File: src/design/dve_pkg.sv
// ----------------------------------------------------------------------------
// dve_pkg: shared types and constants for the distinct value estimator
// Holds the case codes, the control word that travels with each item through
// the pipeline, default parameter values and width helper functions.
// ----------------------------------------------------------------------------
package dve_pkg;

   localparam int SAMPLE_BITS_DEF = 24;
   localparam int POP_BITS_DEF    = 40;
   localparam int WEIGHT_BITS     = 16;
   localparam int CASE_BITS       = 3;

   typedef enum logic [CASE_BITS-1:0] {
      CASE_INVALID     = 3'd0,
      CASE_FULL_COVER  = 3'd1,
      CASE_ALL_SINGLE  = 3'd2,
      CASE_NO_SINGLE   = 3'd3,
      CASE_ESTIMATOR   = 3'd4
   } case_type;

   typedef struct packed {
      logic     valid;
      case_type code;
   } ctl_type;

   function automatic int max_int(input int a, input int b);
      return (a > b) ? a : b;
   endfunction

   // Width of the estimator denominator (n - f1) * N + f1 * n.
   function automatic int den_bits(input int s, input int p);
      return max_int(s + p, 2 * s) + 1;
   endfunction

endpackage

File: src/design/dve_div_cell.sv
// ----------------------------------------------------------------------------
// dve_div_cell: one step of the restoring divider chain
// Shifts the next dividend bit into the partial remainder, subtracts the
// divisor when it fits and shifts the quotient bit into the low word.
// ----------------------------------------------------------------------------
module dve_div_cell #(
   parameter int SAMPLE_BITS = dve_pkg::SAMPLE_BITS_DEF,
   parameter int POP_BITS    = dve_pkg::POP_BITS_DEF
) (
   input  logic                                                 clock,
   input  logic                                                 reset,
   input  logic                                                 advance,
   input  dve_pkg::ctl_type                                     ctl_i,
   input  logic [dve_pkg::den_bits(SAMPLE_BITS, POP_BITS):0]    rem_i,
   input  logic [2*SAMPLE_BITS-1:0]                             low_i,
   input  logic [dve_pkg::den_bits(SAMPLE_BITS, POP_BITS):0]    divisor_i,
   input  logic [POP_BITS-1:0]                                  big_n_i,
   input  logic [SAMPLE_BITS-1:0]                               d_i,
   output dve_pkg::ctl_type                                     ctl_o,
   output logic [dve_pkg::den_bits(SAMPLE_BITS, POP_BITS):0]    rem_o,
   output logic [2*SAMPLE_BITS-1:0]                             low_o,
   output logic [dve_pkg::den_bits(SAMPLE_BITS, POP_BITS):0]    divisor_o,
   output logic [POP_BITS-1:0]                                  big_n_o,
   output logic [SAMPLE_BITS-1:0]                               d_o
);
   import dve_pkg::*;

   localparam int REM_W = den_bits(SAMPLE_BITS, POP_BITS) + 1;
   localparam int Q_W   = 2 * SAMPLE_BITS;

   ctl_type                 ctl_ff;
   logic [REM_W-1:0]        rem_ff, rem_in;
   logic [Q_W-1:0]          low_ff, low_in;
   logic [REM_W-1:0]        divisor_ff;
   logic [POP_BITS-1:0]     big_n_ff;
   logic [SAMPLE_BITS-1:0]  d_ff;
   logic [REM_W:0]          trial;
   logic [REM_W:0]          diff;
   logic                    fits;

   always_comb begin
      trial  = {rem_i, low_i[Q_W-1]};
      diff   = trial - {1'b0, divisor_i};
      fits   = (trial >= {1'b0, divisor_i});
      rem_in = fits ? diff[REM_W-1:0] : trial[REM_W-1:0];
      low_in = {low_i[Q_W-2:0], fits};
   end

   always_ff @(posedge clock) begin
      if (reset) begin
         ctl_ff <= '0;
      end else if (advance) begin
         ctl_ff <= ctl_i;
      end
   end

   always_ff @(posedge clock) begin
      if (advance) begin
         rem_ff     <= rem_in;
         low_ff     <= low_in;
         divisor_ff <= divisor_i;
         big_n_ff   <= big_n_i;
         d_ff       <= d_i;
      end
   end

   assign ctl_o     = ctl_ff;
   assign rem_o     = rem_ff;
   assign low_o     = low_ff;
   assign divisor_o = divisor_ff;
   assign big_n_o   = big_n_ff;
   assign d_o       = d_ff;

endmodule

File: config.mk
export PLATFORM = sky130hd
export DESIGN_NAME = dve_div_cell
export DESIGN_NICKNAME = d
export VERILOG_FILES = /design/src/design/dve_pkg.sv /design/src/design/dve_div_cell.sv
export SDC_FILE = /design/constraint.sdc
export NUM_CORES = 1
export LEC_CHECK = 0
export ABC_AREA = 1
export BUFFER_PORTS_ARGS = -buffer_cell sky130_fd_sc_hd__buf_2
export CORE_MARGIN = 2
export CORE_UTILIZATION = 29
export CTS_CLUSTER_DIAMETER = 40
export DETAILED_ROUTE_END_ITERATION = 8
export PLACE_DENSITY = 0.55
export SYNTH_ARGS = -nofsm -noshare
export SYNTH_HDL_FRONTEND = slang
export SYNTH_SLANG_ARGS = --single-unit
File: constraint.sdc
create_clock -name clock -period 2.7 [get_ports clock]
set_input_delay 0.54 -clock clock [delete_from_list [all_inputs] [get_ports clock]]
set_output_delay 0.54 -clock clock [all_outputs]
set_load 0.02 [all_outputs]
# After elaboration in Yosys (flattened, before gate mapping)

Cells that the tools add are included.

Register bits after elaboration: 248
Bits in latches: 0
RAM bits: 0
Bits in read-only memories: 0
Input bits: 251
Output and inout bits: 248
Word-level logic and storage cells: 10
Memories kept: 0

Add/sub/neg operators: 1
Multipliers: 0
Div/mod/pow operators: 0
Order comparisons: 1
Equality and inequality tests: 0
Shift operators: 0
Multiplexer cells: 1
Bitwise gates (word level): 0
Reductions and logical operators: 0

Operators with widths:

| cell           | number |
|---|---|
| $ge 67x66->1   | 1 |
| $mux 66        | 1 |
| $sub 66x66->66 | 1 |

# Logic depth before layout (Yosys ltp)

Word-level depth: 2
Gate-level depth with buffers: 19
Mapped depth without buffers: 17

# Worst setup path after synthesis

No wires, ideal clock.

Kind: in2reg
Start: in divisor_i[25] (netlist name)
End: reg rem_ff[49], in the netlist rem_o[49], data pin
Setup time: 0.253 ns
Data arrival time: 2.153 ns
Setup slack: 0.294 ns
Stages: 17
Path buffers: 2
Cells stage by stage: inv_1 ha_1 nand2_1 nor2_2 inv_1 nor2_2 nand3_1 nor2_1 nand2_1 nand3_1 nor2_1 nand2_4 inv_2 buf_6 buf_6 nand2_1 nand2_1

Longest elaborated chain between the ends: 2
Elaborated cells on any way between the ends: 3
Those cells by class: add/sub (1); order compare (1); mux (1)

Ends and longest elaborated chain:

| what                                           | line                                   | text |
|---|---|---|
| start: declaration                             | dve_div_cell.sv:16                     | `input logic [dve_pkg::den_bits(SAMPLE_BITS, POP_BITS):0] divisor_i,` |
| $sub 66x66->66 or $ge 67x66->1 (tied branches) | dve_div_cell.sv:43, dve_div_cell.sv:44 |  |
| $mux 66 *                                      | dve_div_cell.sv:45                     | `rem_in = fits ? diff[REM_W-1:0] : trial[REM_W-1:0];` |
| net rem_in[49]                                 | dve_div_cell.sv:32                     | `logic [REM_W-1:0] rem_ff, rem_in;` |
| end signal: assignment                         | dve_div_cell.sv:59                     | `rem_ff <= rem_in;` |
| end: declaration                               | dve_div_cell.sv:32                     |  |

The timed path passes the listed nets; every way through them passes the cells marked *.
A chain may end at the register's enable or synchronous reset.

# Final worst setup path

Start: in divisor_i[51] (netlist name)
End: reg rem_ff[52], in the netlist rem_o[52], data pin

The elaborated chain is that of the path after synthesis.

==> results.yml <==
synthesis:
  yosys_warnings: 0
  synthXorXnorAreaFrac_pct: 2.010
  synth_compound_area_share_pct: 4.778
  synth.area.mux_share_pct: 0
  synth_top_family_by_area: "simple AND/OR/NAND/NOR gates"
  synth_nets: 2074
  yosysSeqAreaShare_pct: 51.52
  synth-edff-count: 244
  synth.distinct_cells: 30
  synth-adder-area-share_pct: 5.883
  synth-seq-cells: 248
  syn_area_per_cell_um2: 8.188
  synthSimpleGateAreaFrac_pct: 26.29
  netlist_area_um2: 14380
  async_flop_share_pct: 0
  syn_inst: 1756
  synth_ff_type: "edfxtp_1"
global_route:
  grt_antenna_before_repair: 11
  grt.total_usage_pct: 22.83
  overflow: 0
  grt_pass1_wl_um: 86660
  first_global_vias: 14720
  grt_max_degree: 73
clock_tree:
  cts_tree: "done"
  cts_buffers: 45
  cts.sinks: 248
  ctsResizeCount: 0
  worstSkewPairLatency_ps: 570
  clockBufferDepth: 3
  postCtsSetupBuffers: 0
  hold_buffers: 0
  path_clk_slew_ps: 60
  cts-htree-levels: 2
  cts-root-buf: "clkbuf_16"
place:
  place_hpwl_um: 50420
  portBuffers: 498
  gp_congestion: 0.9314
  place_area_um2: 20370
cells_and_area:
  multi_input_area_um2: 5602
  final_nets: 2959
  seqCellArea_um2: 7407
  fillerInstances: 4983
  postLayoutCellArea_um2: 21940
  syn2layout_area_growth_pct: 52.58
  final_layout_size_suffix_gt1_share_pct: 35.44
  post-route-util_pct: 44.82
setup_path:
  arrival_ps: 2800
  path_max_fanout: 3
  critPathSlowestCell: "ha_1"
  crit_chain: "buf_2 > inv_1 > ha_1 > buf_4 > a21oi_1 > buf_4 > a21boi_0 > buf_4 > o21ai_0 > a21oi_1 > nand4_1 > nand3_1 > nand2_1"
  start_kind: "input port"
  crit_path_frequent_cell: "buf_4"
  setup.worst_path.class: "in -> reg"
  critical_path.max_stage_delay_ps: 340
  cp-end-kind: "flop"
  required_ps: 3000
pwr:
  cellLeakagePower_nw: 11.55
  vdd_drop_max_mv: 0.4073
  power_density_nw_per_um2: 639.7
sta:
  worst_pin_slew_ps: 443.2
  post-route-period-util_pct: 92.41
  slew_headroom_pct: 70.14
  setup-violations-final: 0
  fin_tns_setup_ps: 0
  slew_violations: 0
  max_freq_mhz: 400.8
  whs_ps: 140.0
  fin_skew_ps: 0
  hold_viol_final: 0
  rsz0062_at_grt: "false"
  min_period_ps: 2495
floorplanning:
  num_io_pins: 499
  num_rows: 81
  die_x_um: 226.7
  die_y_um: 226.7
  core_area_um2: 48950
  start_util_pct: 29.37
  die_area_um2: 51370
drt:
  drtIter0Drc: 739
  drtPass1Iterations: 5
  drt-total-wl_um: 59640
  wl_per_cell_um: 17.81
  drc_errors: 0
  vias: 14650
  vias_per_cell: 4.376
  ant_nets: 0
flow_run:
  maxCapViolations: 0
worst_hold_path:
  hp-class: "in -> reg"
outcome:
  outcome: "completed"
==> cell usage after synthesis, drive strengths merged (2+ instances only) <==
cell type    n  share of area [%]
xnor2        3               0.18
xor2        30                1.8
nand3       84                3.0
o21bai      14               0.73
buf         14               0.83
a21oi       82                2.9
nand2      676                 18
o21ai       29                1.0
nand3b      13               0.68
nand4       17               0.74
nor2       123                3.3
dfxtp        4               0.56
a21boi       2               0.10
ha          66                5.7
nor4         5               0.22
edfxtp     244                 51
inv        333                8.7
nor3        15               0.63
==> power by group <==
group / internal [mW] / switching (mW)
Clock: 3.58 / 2.12
Combinational: 1.39 / 2.13
Sequential: 4.69 / 0.116
Total: 9.67 / 4.36
==> path summary, 6_finish.rpt <==
| path | slack, ps | to | depth (start not counted) | startpoint |
|---|---|---|---|---|
| worst max-delay path | 200 | rem_o[52] | 13 | divisor_i[51] |
| worst min register to register | 460 | ctl_o[2] | 2 | ctl_o[2] |
| worst max register to register | 2030 | ctl_o[3] | 2 | ctl_o[3] |
| worst min-delay path | 140 | big_n_o[38] | 1 | big_n_i[38] |
==> metal layers <==
layer | wire (um) | up-vias | global-route usage, %
li1 | - | 7366 | -
met1 | 25010 | 6700 | 27.56
met2 | 29150 | 480 | 39.90
met3 | 3388 | 94 | 4.211
met4 | 2022 | 10 | 9.253
met5 | 70 | - | 0
==> cell usage in the layout (no fill, tap or decap), types with 6 or more instances in the layout <==
cell type / count
nor3_1: 12
clkbuf_16: 46
o21bai_1: 14
inv_2: 8
nand4_1: 17
diode_2: 6
ha_1: 66
a21oi_1: 81
buf_4: 344
nand3_1: 82
inv_1: 325
nand2_1: 673
buf_12: 10
nor2_1: 118
edfxtp_1: 244
clkbuf_1: 6
xor2_1: 30
clkinvlp_4: 7
nand3b_1: 13
o21ai_0: 29
buf_2: 497
==> stage by stage <==
stage,worst slack [ps],power [mW],std cells
finish,205.0,14.03,3348
global route,39.29,14.65,3347
CTS,275.4,14.19,3342
detailed placement,-318.5,8.420,3258
global placement,-305.3,8.408,3258
floorplan,293.6,6.541,1756
==> sequential cells by signal, summed over array words and instances (netlist names) <==
signal	cells
low_o	48
divisor_o	66
big_n_o	40
rem_o	66
ctl_o	4
d_o	24
==> cell families after synthesis <==
logic type / count (synthesis)
buf+inv: 347
fa+ha+maj: 67
flops: 248
xor+xnor: 33
simple gates: 933
compound gates: 128
==> layout make-up <==
cell class	instances	area share, %
Antenna cell	6	0.06844
Clock buffer	52	5.350
Clock inverter	32	1.705
Inverter	333	5.698
Multi-Input combinational cell	1161	25.53
Sequential cell	248	33.76
Tap cell	664	3.787
Timing Repair Buffer	852	24.09
==> critical path, delay by kind of cell <==
family                     cells  cell delay, ps
AOI/OAI and AO/OA              4             830
adders and majority gates      1             340
buffers and inverters          5             610
and+or+nand+nor                3             480
(Power assumes the default switching activity.)
