### config.mk
export PLATFORM = sky130hd
export DESIGN_NAME = dve_front
export DESIGN_NICKNAME = d
export VERILOG_FILES = /design/src/design/dve_pkg.sv /design/src/design/dve_front.sv
export SDC_FILE = /design/constraint.sdc
export NUM_CORES = 2
export LEC_CHECK = 0
export BUFFER_PORTS_ARGS = -buffer_cell sky130_fd_sc_hd__clkbuf_2
export CAP_MARGIN = 20
export CORE_ASPECT_RATIO = 1.5
export CORE_MARGIN = 2
export CORE_UTILIZATION = 51
export DETAILED_ROUTE_END_ITERATION = 7
export PLACE_DENSITY = 0.71
export SYNTH_ARGS = -nofsm -noshare
export SYNTH_HDL_FRONTEND = slang
export SYNTH_SLANG_ARGS = --single-unit
### constraint.sdc
create_clock -name clock -period 7.4 [get_ports clock]
set_input_delay 0.37 -clock clock [delete_from_list [all_inputs] [get_ports clock]]
set_output_delay 0.37 -clock clock [all_outputs]
set_load 0.01 [all_outputs]
### src/design/dve_pkg.sv
// ----------------------------------------------------------------------------
// dve_pkg: shared types and constants for the distinct value estimator
// Holds the case codes, the control word that travels with each item through
// the pipeline, default parameter values and width helper functions.
// ----------------------------------------------------------------------------
package dve_pkg;

   localparam int SAMPLE_BITS_DEF = 24;
   localparam int POP_BITS_DEF    = 40;
   localparam int WEIGHT_BITS     = 16;
   localparam int CASE_BITS       = 3;

   typedef enum logic [CASE_BITS-1:0] {
      CASE_INVALID     = 3'd0,
      CASE_FULL_COVER  = 3'd1,
      CASE_ALL_SINGLE  = 3'd2,
      CASE_NO_SINGLE   = 3'd3,
      CASE_ESTIMATOR   = 3'd4
   } case_type;

   typedef struct packed {
      logic     valid;
      case_type code;
   } ctl_type;

   function automatic int max_int(input int a, input int b);
      return (a > b) ? a : b;
   endfunction

   // Width of the estimator denominator (n - f1) * N + f1 * n.
   function automatic int den_bits(input int s, input int p);
      return max_int(s + p, 2 * s) + 1;
   endfunction

endpackage

### src/design/dve_front.sv
// ----------------------------------------------------------------------------
// dve_front: sample decode and case selection
// Three stages: clamp the sample counts, form the small products, then derive
// the population row count and pick the case that decides the estimate.
// ----------------------------------------------------------------------------
module dve_front #(
   parameter int SAMPLE_BITS = dve_pkg::SAMPLE_BITS_DEF,
   parameter int POP_BITS    = dve_pkg::POP_BITS_DEF
) (
   input  logic                              clock,
   input  logic                              reset,
   input  logic                              advance,
   input  logic                              in_valid,
   input  logic [SAMPLE_BITS-1:0]            rows,
   input  logic [SAMPLE_BITS-1:0]            nulls,
   input  logic [SAMPLE_BITS-1:0]            distinct,
   input  logic [SAMPLE_BITS-1:0]            singletons,
   input  logic [dve_pkg::WEIGHT_BITS-1:0]   weight,
   input  logic [POP_BITS-1:0]               pop,
   output dve_pkg::ctl_type                  ctl_o,
   output logic [POP_BITS-1:0]               big_n_o,
   output logic [SAMPLE_BITS-1:0]            d_o,
   output logic [2*SAMPLE_BITS-1:0]          nd_o,
   output logic [SAMPLE_BITS-1:0]            nmf_o,
   output logic [2*SAMPLE_BITS-1:0]          f1n_o
);
   import dve_pkg::*;

   localparam int S     = SAMPLE_BITS;
   localparam int P     = POP_BITS;
   localparam int W     = WEIGHT_BITS;
   localparam int NDW   = 2 * S;
   localparam int WN_W  = W + S;
   localparam int EXT_W = max_int(WN_W, P);
   localparam int CMP_W = max_int(S, P);
   localparam logic [P-1:0] POP_MAX = '1;

   // Stage A: clamped counts.
   logic          a_valid_ff, a_valid_in;
   logic [S-1:0]  a_n_ff, a_n_in;
   logic [S-1:0]  a_d_ff, a_d_in;
   logic [S-1:0]  a_f1_ff, a_f1_in;
   logic [W-1:0]  a_w_ff, a_w_in;
   logic          a_w_one_ff, a_w_one_in;
   logic          a_rows_zero_ff, a_rows_zero_in;
   logic [P-1:0]  a_pop_ff, a_pop_in;

   always_comb begin
      a_valid_in     = in_valid;
      a_n_in         = (nulls <= rows) ? rows - nulls : '0;
      a_d_in         = (distinct > a_n_in) ? a_n_in : distinct;
      a_f1_in        = (singletons > a_d_in) ? a_d_in : singletons;
      a_w_in         = (weight == '0) ? W'(1) : weight;
      a_w_one_in     = (weight <= W'(1));
      a_rows_zero_in = (rows == '0);
      a_pop_in       = pop;
   end

   // Stage B: products of the sample counts.
   logic            b_valid_ff;
   logic [WN_W-1:0] b_wn_ff, b_wn_in;
   logic [NDW-1:0]  b_nd_ff, b_nd_in;
   logic [NDW-1:0]  b_f1n_ff, b_f1n_in;
   logic [S-1:0]    b_nmf_ff, b_nmf_in;
   logic [S-1:0]    b_d_ff;
   logic [S-1:0]    b_f1_ff;
   logic            b_n_zero_ff, b_n_zero_in;
   logic            b_rows_zero_ff;
   logic            b_w_one_ff;
   logic [P-1:0]    b_pop_ff;

   always_comb begin
      b_wn_in     = WN_W'(a_w_ff) * WN_W'(a_n_ff);
      b_nd_in     = NDW'(a_n_ff) * NDW'(a_d_ff);
      b_f1n_in    = NDW'(a_f1_ff) * NDW'(a_n_ff);
      b_nmf_in    = a_n_ff - a_f1_ff;
      b_n_zero_in = (a_n_ff == '0);
   end

   // Stage C: population count and case.
   ctl_type         c_ctl_ff, c_ctl_in;
   logic [P-1:0]    c_big_n_ff, c_big_n_in;
   logic [S-1:0]    c_d_ff;
   logic [NDW-1:0]  c_nd_ff;
   logic [NDW-1:0]  c_f1n_ff;
   logic [S-1:0]    c_nmf_ff;
   logic [EXT_W-1:0] wn_x;
   logic [CMP_W-1:0] d_x, n_x;

   always_comb begin
      wn_x = EXT_W'(b_wn_ff);
      if (b_pop_ff != '0) begin
         c_big_n_in = b_pop_ff;
      end else if (wn_x > EXT_W'(POP_MAX)) begin
         c_big_n_in = POP_MAX;
      end else begin
         c_big_n_in = wn_x[P-1:0];
      end
      d_x = CMP_W'(b_d_ff);
      n_x = CMP_W'(c_big_n_in);
      c_ctl_in.valid = b_valid_ff;
      if (b_rows_zero_ff || b_n_zero_ff || (b_d_ff == '0) || (c_big_n_in == '0)) begin
         c_ctl_in.code = CASE_INVALID;
      end else if (b_w_one_ff && (d_x >= n_x)) begin
         c_ctl_in.code = CASE_FULL_COVER;
      end else if (b_f1_ff == b_d_ff) begin
         c_ctl_in.code = CASE_ALL_SINGLE;
      end else if (b_f1_ff == '0) begin
         c_ctl_in.code = CASE_NO_SINGLE;
      end else begin
         c_ctl_in.code = CASE_ESTIMATOR;
      end
   end

   always_ff @(posedge clock) begin
      if (reset) begin
         a_valid_ff <= 1'b0;
         b_valid_ff <= 1'b0;
         c_ctl_ff   <= '0;
      end else if (advance) begin
         a_valid_ff <= a_valid_in;
         b_valid_ff <= a_valid_ff;
         c_ctl_ff   <= c_ctl_in;
      end
   end

   always_ff @(posedge clock) begin
      if (advance) begin
         a_n_ff         <= a_n_in;
         a_d_ff         <= a_d_in;
         a_f1_ff        <= a_f1_in;
         a_w_ff         <= a_w_in;
         a_w_one_ff     <= a_w_one_in;
         a_rows_zero_ff <= a_rows_zero_in;
         a_pop_ff       <= a_pop_in;

         b_wn_ff        <= b_wn_in;
         b_nd_ff        <= b_nd_in;
         b_f1n_ff       <= b_f1n_in;
         b_nmf_ff       <= b_nmf_in;
         b_d_ff         <= a_d_ff;
         b_f1_ff        <= a_f1_ff;
         b_n_zero_ff    <= b_n_zero_in;
         b_rows_zero_ff <= a_rows_zero_ff;
         b_w_one_ff     <= a_w_one_ff;
         b_pop_ff       <= a_pop_ff;

         c_big_n_ff     <= c_big_n_in;
         c_d_ff         <= b_d_ff;
         c_nd_ff        <= b_nd_ff;
         c_f1n_ff       <= b_f1n_ff;
         c_nmf_ff       <= b_nmf_ff;
      end
   end

   assign ctl_o   = c_ctl_ff;
   assign big_n_o = c_big_n_ff;
   assign d_o     = c_d_ff;
   assign nd_o    = c_nd_ff;
   assign nmf_o   = c_nmf_ff;
   assign f1n_o   = c_f1n_ff;

endmodule

# Yosys cells after proc, flatten, opt, wreduce, memory -nomap -nowiden
# Index checks and enable logic that the tools add are counted.
# W data, S select, Z words.
[totals]
regBits = 571
latchBits = 0
mem_bits_rw = 0
mem_bits_ro = 0
in_bits = 156
elab_cells = 58
n_memories = 0
[op_classes]
addsub = 2
multipliers = 3
div = 0
order_cmp = 6
eq_ne = 1
shifts = 0
n_mux = 9
bitwise_logic = 0
reduce_logical = 11
[op_table]
columns = ["operator", "n"]
rows = [
  ["$logic_not A24 Y1", 4],
  ["$mul A24 B24 Y48", 2],
  ["$mux W40", 2],
  ["$mux W24", 3],
  ["$gt A24 B24 Y1", 2],
  ["$sub A24 B24 Y24", 2],
  ["$ge A24 B40 Y1", 1],
  ["$gt A40 B40 Y1 const B", 1],
  ["$logic_not A40 Y1", 1],
  ["$mul A16 B24 Y40", 1],
  ["$reduce_bool A40 Y1", 1],
  ["$eq A24 B24 Y1", 1],
  ["$le A24 B24 Y1", 1],
  ["$le A16 B1 Y1 const B", 1],
  ["$logic_not A16 Y1", 1],
  ["$mux W3", 4],
  ["$logic_or A1 B1 Y1", 3],
  ["$logic_and A1 B1 Y1", 1],
]

# Logic depth before layout (Yosys ltp)
[logic_depth]
ltp_word = 7
depth_mapped = 38
depth_no_buf = 34

# Worst setup path after synthesis
# OpenSTA, ideal clock, no wires.
[synth_path]
path_type = "reg-to-reg"
from = "register a_n_ff[1]"
to = "register b_f1n_ff[47], data pin"
arrival_ns = 6.728
required_time_ns = 7.132
slack_ns = 0.405
path_stages_with_launch = 27
synth_period_minus_slack_ns = 6.995
cell_sequence = "edfxtp_1 -> clkbuf_1 -> inv_1 -> clkbuf_1 -> nor2_1 -> fa_1 -> fa_1 -> fa_1 -> inv_1 -> fa_1 -> inv_1 -> fa_1 -> inv_1 -> fa_1 -> inv_1 -> fa_1 -> ha_1 -> a21o_1 -> a21o_1 -> a221oi_1 -> o41a_1 -> a21oi_1 -> nor2_1 -> a31oi_1 -> nor3b_1 -> o41ai_1 -> xnor2_1"
[synth_between]
elab_chain_cells = 1
[synth_rtl]
columns = ["item", "line_no", "text"]
rows = [
  ["start: declaration", "dve_front.sv:40", "logic [S-1:0] a_n_ff, a_n_in;"],
  ["start signal: assignment", "dve_front.sv:129", "a_n_ff <= a_n_in;"],
  ["$mul A24 B24 Y48", "dve_front.sv:75", "b_f1n_in = NDW'(a_f1_ff) * NDW'(a_n_ff);"],
  ["named net b_f1n_in[47]", "dve_front.sv:63", "logic [NDW-1:0] b_f1n_ff, b_f1n_in;"],
  ["end signal: assignment", "dve_front.sv:139", "b_f1n_ff <= b_f1n_in;"],
  ["end: declaration", "dve_front.sv:63", ""],
]
# The timed path passes the listed nets, and every way through them passes these cells.
# A chain may end at the register's enable or synchronous reset.

# Final worst setup path
[layout_path]
from = "register a_n_ff[10]"
to = "register b_nd_ff[46], data pin"
[layout_between]
elab_chain_cells = 1
[layout_rtl]
columns = ["item", "line_no", "text"]
rows = [
  ["$mul A24 B24 Y48", "dve_front.sv:74", "b_nd_in = NDW'(a_n_ff) * NDW'(a_d_ff);"],
  ["named net b_nd_in[46]", "dve_front.sv:62", "logic [NDW-1:0] b_nd_ff, b_nd_in;"],
  ["end signal: assignment", "dve_front.sv:138", "b_nd_ff <= b_nd_in;"],
  ["end: declaration", "dve_front.sv:62", ""],
]
# The timed path passes the listed nets, and every way through them passes these cells.

==> impl_results.md <==
* Run status: finished clean
* Origin of the worst min-delay path: singletons[1]
* Placeable core region at roughly 0.14 mm^2
* Antenna violations before repair at 17
* Maximum number of pins on one net before global-route repair at roughly 210
* Post-DP HPWL at 162000 um
* Number of hold-slack violations in the final timing report at 0
* Startpoint Class: register
* Post-Synthesis Cell Area at 0.0725 mm^2
* Worst Path Max Fanout at 12
* Clk_lat worst skew at about 0.74 ns
* Final cycle utilization of the critical path at 0.987
* Global-route congestion overflow total at 0
* Tmin final at between 7 and 8 ns
* Count of mapped cells out of synthesis at around 7000
* Average cell area after synthesis at just over 10 um^2
* Synth top area share at 0.351
* Arrival time reported for the critical path endpoint at 7.76 ns
* Vertical extent of the die at 466 um
* Cell accounting for the most synthesized area: sky130_fd_sc_hd__fa_1
* Count of nets after finishing at between 9000 and 10000
* Relative max-transition margin at 0.251
* Initial DRC count at 3281
* Routed len/inst at 20.9 um
* Rows at 169
* Final setup violation count at 0
* CTS root buffer: sky130_fd_sc_hd__clkbuf_16
* Fraction of registers with async set or reset after synthesis at 0
* Effective utilization at floorplan at 0.514
* Number of top-level design ports at ~340
* First-pass iteration count of the detailed router at 7
* Flops & latches, synth at roughly 570
* Multi-input combinational cell area at between 0.04 and 0.05 mm^2
* Clock tree skew after final layout at between 0.08 and 0.09 ns
* Total via count in the routed design at 52300
* Filler Cell Count at ~12000
* Source of the critical timing path: a_n_ff[10]
* Min-delay worst type: primary input to register
* Post-detailed-routing wire length at between 200000 and 250000 um
* Unique masters post-synth at 89
* Clock Sinks at roughly 570
* Cell types occupying the most area after synthesis: sky130_fd_sc_hd__fa_1 (35%), sky130_fd_sc_hd__edfxtp_1 (23%), sky130_fd_sc_hd__ha_1 (10%), sky130_fd_sc_hd__inv_1 (8.0%), sky130_fd_sc_hd__nand2_1 (5.7%)
* Achievable Freq at ~0.14 GHz
* Inserted Clock Buffers at 60
* Detailed-route DRC error count at 0
* Top-count cell post-synth: sky130_fd_sc_hd__inv_1
* Top flip-flop cell by instance count after synthesis: sky130_fd_sc_hd__edfxtp_1
* Level count of the clock H-tree at 2
* Number of global-route vias before repair at approximately 58000
* Net count after synthesis at 9160
* Via density at approximately 5.4
* Data required time of the worst path at roughly 8 ns
* Count of input and output buffers at 343
* Critical Path End Type: register
* Clock tree from TritonCTS: built
* Setup Crit Path Kind: register to register
* Max Slew Vio Count at 0
* Count of flip-flops with a built-in enable after synthesis at roughly 570
* Fraction of final layout cells with drive strength greater than 1 at 0.124
* Number of buffers on the longest clock path at 3
* Total of warnings raised by yosys at 0
* Clock input transition at the sequential cells of the worst setup and hold paths at around 0.07 ns
* Remaining antenna violation count at 0
* Worst Tran Pin Value at ~1.1 ns
* Number of maximum-capacitance violations at 0
* WHS at ~0.032 ns
* Wire length of the first global-routing pass at 317000 um
* Launch point of the worst reg-to-reg path: a_n_ff[10]
* Total routing resource utilization after global routing at 0.283
* Weighted congestion at the end of routability-driven global placement at about 0.95
* RSZ-0062 raised after global routing: true
* Die boundary width at approximately 310 um
* Most used standard cells in the synthesized netlist: sky130_fd_sc_hd__inv_1 (1541), sky130_fd_sc_hd__fa_1 (1272), sky130_fd_sc_hd__nand2_1 (1099)
* Total die area at roughly 0.15 mm^2
* Layout Area Growth over Synthesis at 13.7%
* FF/Latch Area at around 0.017 mm^2
* Sequential element share of the synthesized area at 0.236
path summary, 6_finish.rpt:
path	to	slack, ns	depth (start not counted)
worst min-delay path	a_f1_ff[1]	0.03	2
worst max-delay path	b_nd_ff[46]	0.1	26
worst max register to register	b_nd_ff[46]	0.1	26
worst min register to register	nmf_o[8]	0.40	0
worst max-delay path, stage by stage, from the launching register on:
cell	delay [ns]
sky130_fd_sc_hd__edfxtp_1	0.41
sky130_fd_sc_hd__buf_12	0.16
sky130_fd_sc_hd__buf_4	0.17
sky130_fd_sc_hd__buf_4	0.22
sky130_fd_sc_hd__nand2_1	0.10
sky130_fd_sc_hd__fa_1	0.54
sky130_fd_sc_hd__inv_1	0.05
sky130_fd_sc_hd__fa_1	0.50
sky130_fd_sc_hd__fa_1	0.53
sky130_fd_sc_hd__fa_1	0.45
sky130_fd_sc_hd__fa_1	0.51
sky130_fd_sc_hd__inv_1	0.05
sky130_fd_sc_hd__fa_1	0.46
sky130_fd_sc_hd__fa_1	0.49
sky130_fd_sc_hd__inv_1	0.04
sky130_fd_sc_hd__ha_1	0.29
sky130_fd_sc_hd__buf_4	0.18
sky130_fd_sc_hd__a21oi_4	0.16
sky130_fd_sc_hd__buf_4	0.14
sky130_fd_sc_hd__o21ai_0	0.11
sky130_fd_sc_hd__a221oi_1	0.25
sky130_fd_sc_hd__o21ai_1	0.14
sky130_fd_sc_hd__a222oi_1	0.41
sky130_fd_sc_hd__a211o_1	0.25
sky130_fd_sc_hd__o2111ai_2	0.17
sky130_fd_sc_hd__a21oi_2	0.17
sky130_fd_sc_hd__xnor2_1	0.09
stage by stage:
step | setup TNS [ns] | utilization | instances | setup slack (ns) | instance area (um^2)
after CTS | 0 | 0.580 | 9602 | 0.0401 | 82000
after global routing | -0.371 | 0.584 | 9626 | -0.121 | 82500
after floorplan | 0 | - | 7129 | 0.405 | 72500
after global placement | -1.43 | 0.560 | 9410 | -0.305 | 79100
after detailed placement | -1.75 | 0.560 | 9410 | -0.330 | 79100
final | 0 | 0.584 | 9628 | 0.0974 | 82500
metal layers:
metal | global-route usage | routed length, um
met5 | 0 | 23
met3 | 0.0371 | 11300
met4 | 0.155 | 12800
met1 | 0.313 | 70800
met2 | 0.522 | 106000
kinds of logic after synthesis:
group,count (synthesis),share of synthesized area
buf+inv,1874,0.0976
xor+xnor,170,0.0205
simple gates,2016,0.130
fa+ha+maj,1875,0.455
mux,49,0.00861
flops,571,0.236
compound gates,574,0.0529
what timing repair did:
action | 4_1_cts | 5_1_grt
gates cloned | 0 | 4
setup buffers | 1 | 17
setup endpoints to repair | 10 | 31
hold endpoints to repair | 82 | 0
gates resized for setup | 6 | 74
pin swaps | 1 | 14
hold buffers | 82 | 0
sequential cells by signal (all words and copies together), names as in the netlist, 40 cells and up:
name	count
a_pop_ff	40
big_n_o	40
b_wn_ff	40
nd_o	48
f1n_o	48
b_pop_ff	40
b_f1n_ff	48
b_nd_ff	48
final cells by class:
cell class                      instances  area share
Antenna cell                            6    0.000182
Timing Repair Buffer                  835      0.0801
Clock inverter                         38     0.00566
Sequential cell                       571       0.207
Tap cell                             1881      0.0285
Clock buffer                           71      0.0191
Inverter                             1542      0.0702
Multi-Input combinational cell       4684       0.589
placed cells by master, fill, tap and decap left out, drive strengths merged, types with 6 or more instances in the layout:
cell / n
inv: 1549
fa: 1272
nand2: 1099
ha: 603
edfxtp: 565
and2: 479
clkbuf: 417
buf: 407
nor2: 162
a21oi: 153
a21o: 125
xnor2: 120
o21ai: 113
dlygate4sd3: 82
nor4: 52
xor2: 50
nor3: 47
mux2: 44
nand4: 40
nand3: 36
a211oi: 27
nor2b: 25
o21a: 25
nand2b: 22
a31oi: 21
clkinv: 20
and3: 19
o21bai: 13
o211ai: 13
o31ai: 11
a221oi: 7
diode: 6
a211o: 6
dfxtp: 6
bufinv: 6
o2111ai: 6
nor3b: 6
Power is not shown: default switching activity piles up to over one toggle a cycle in this logic, so the estimate is an artifact.
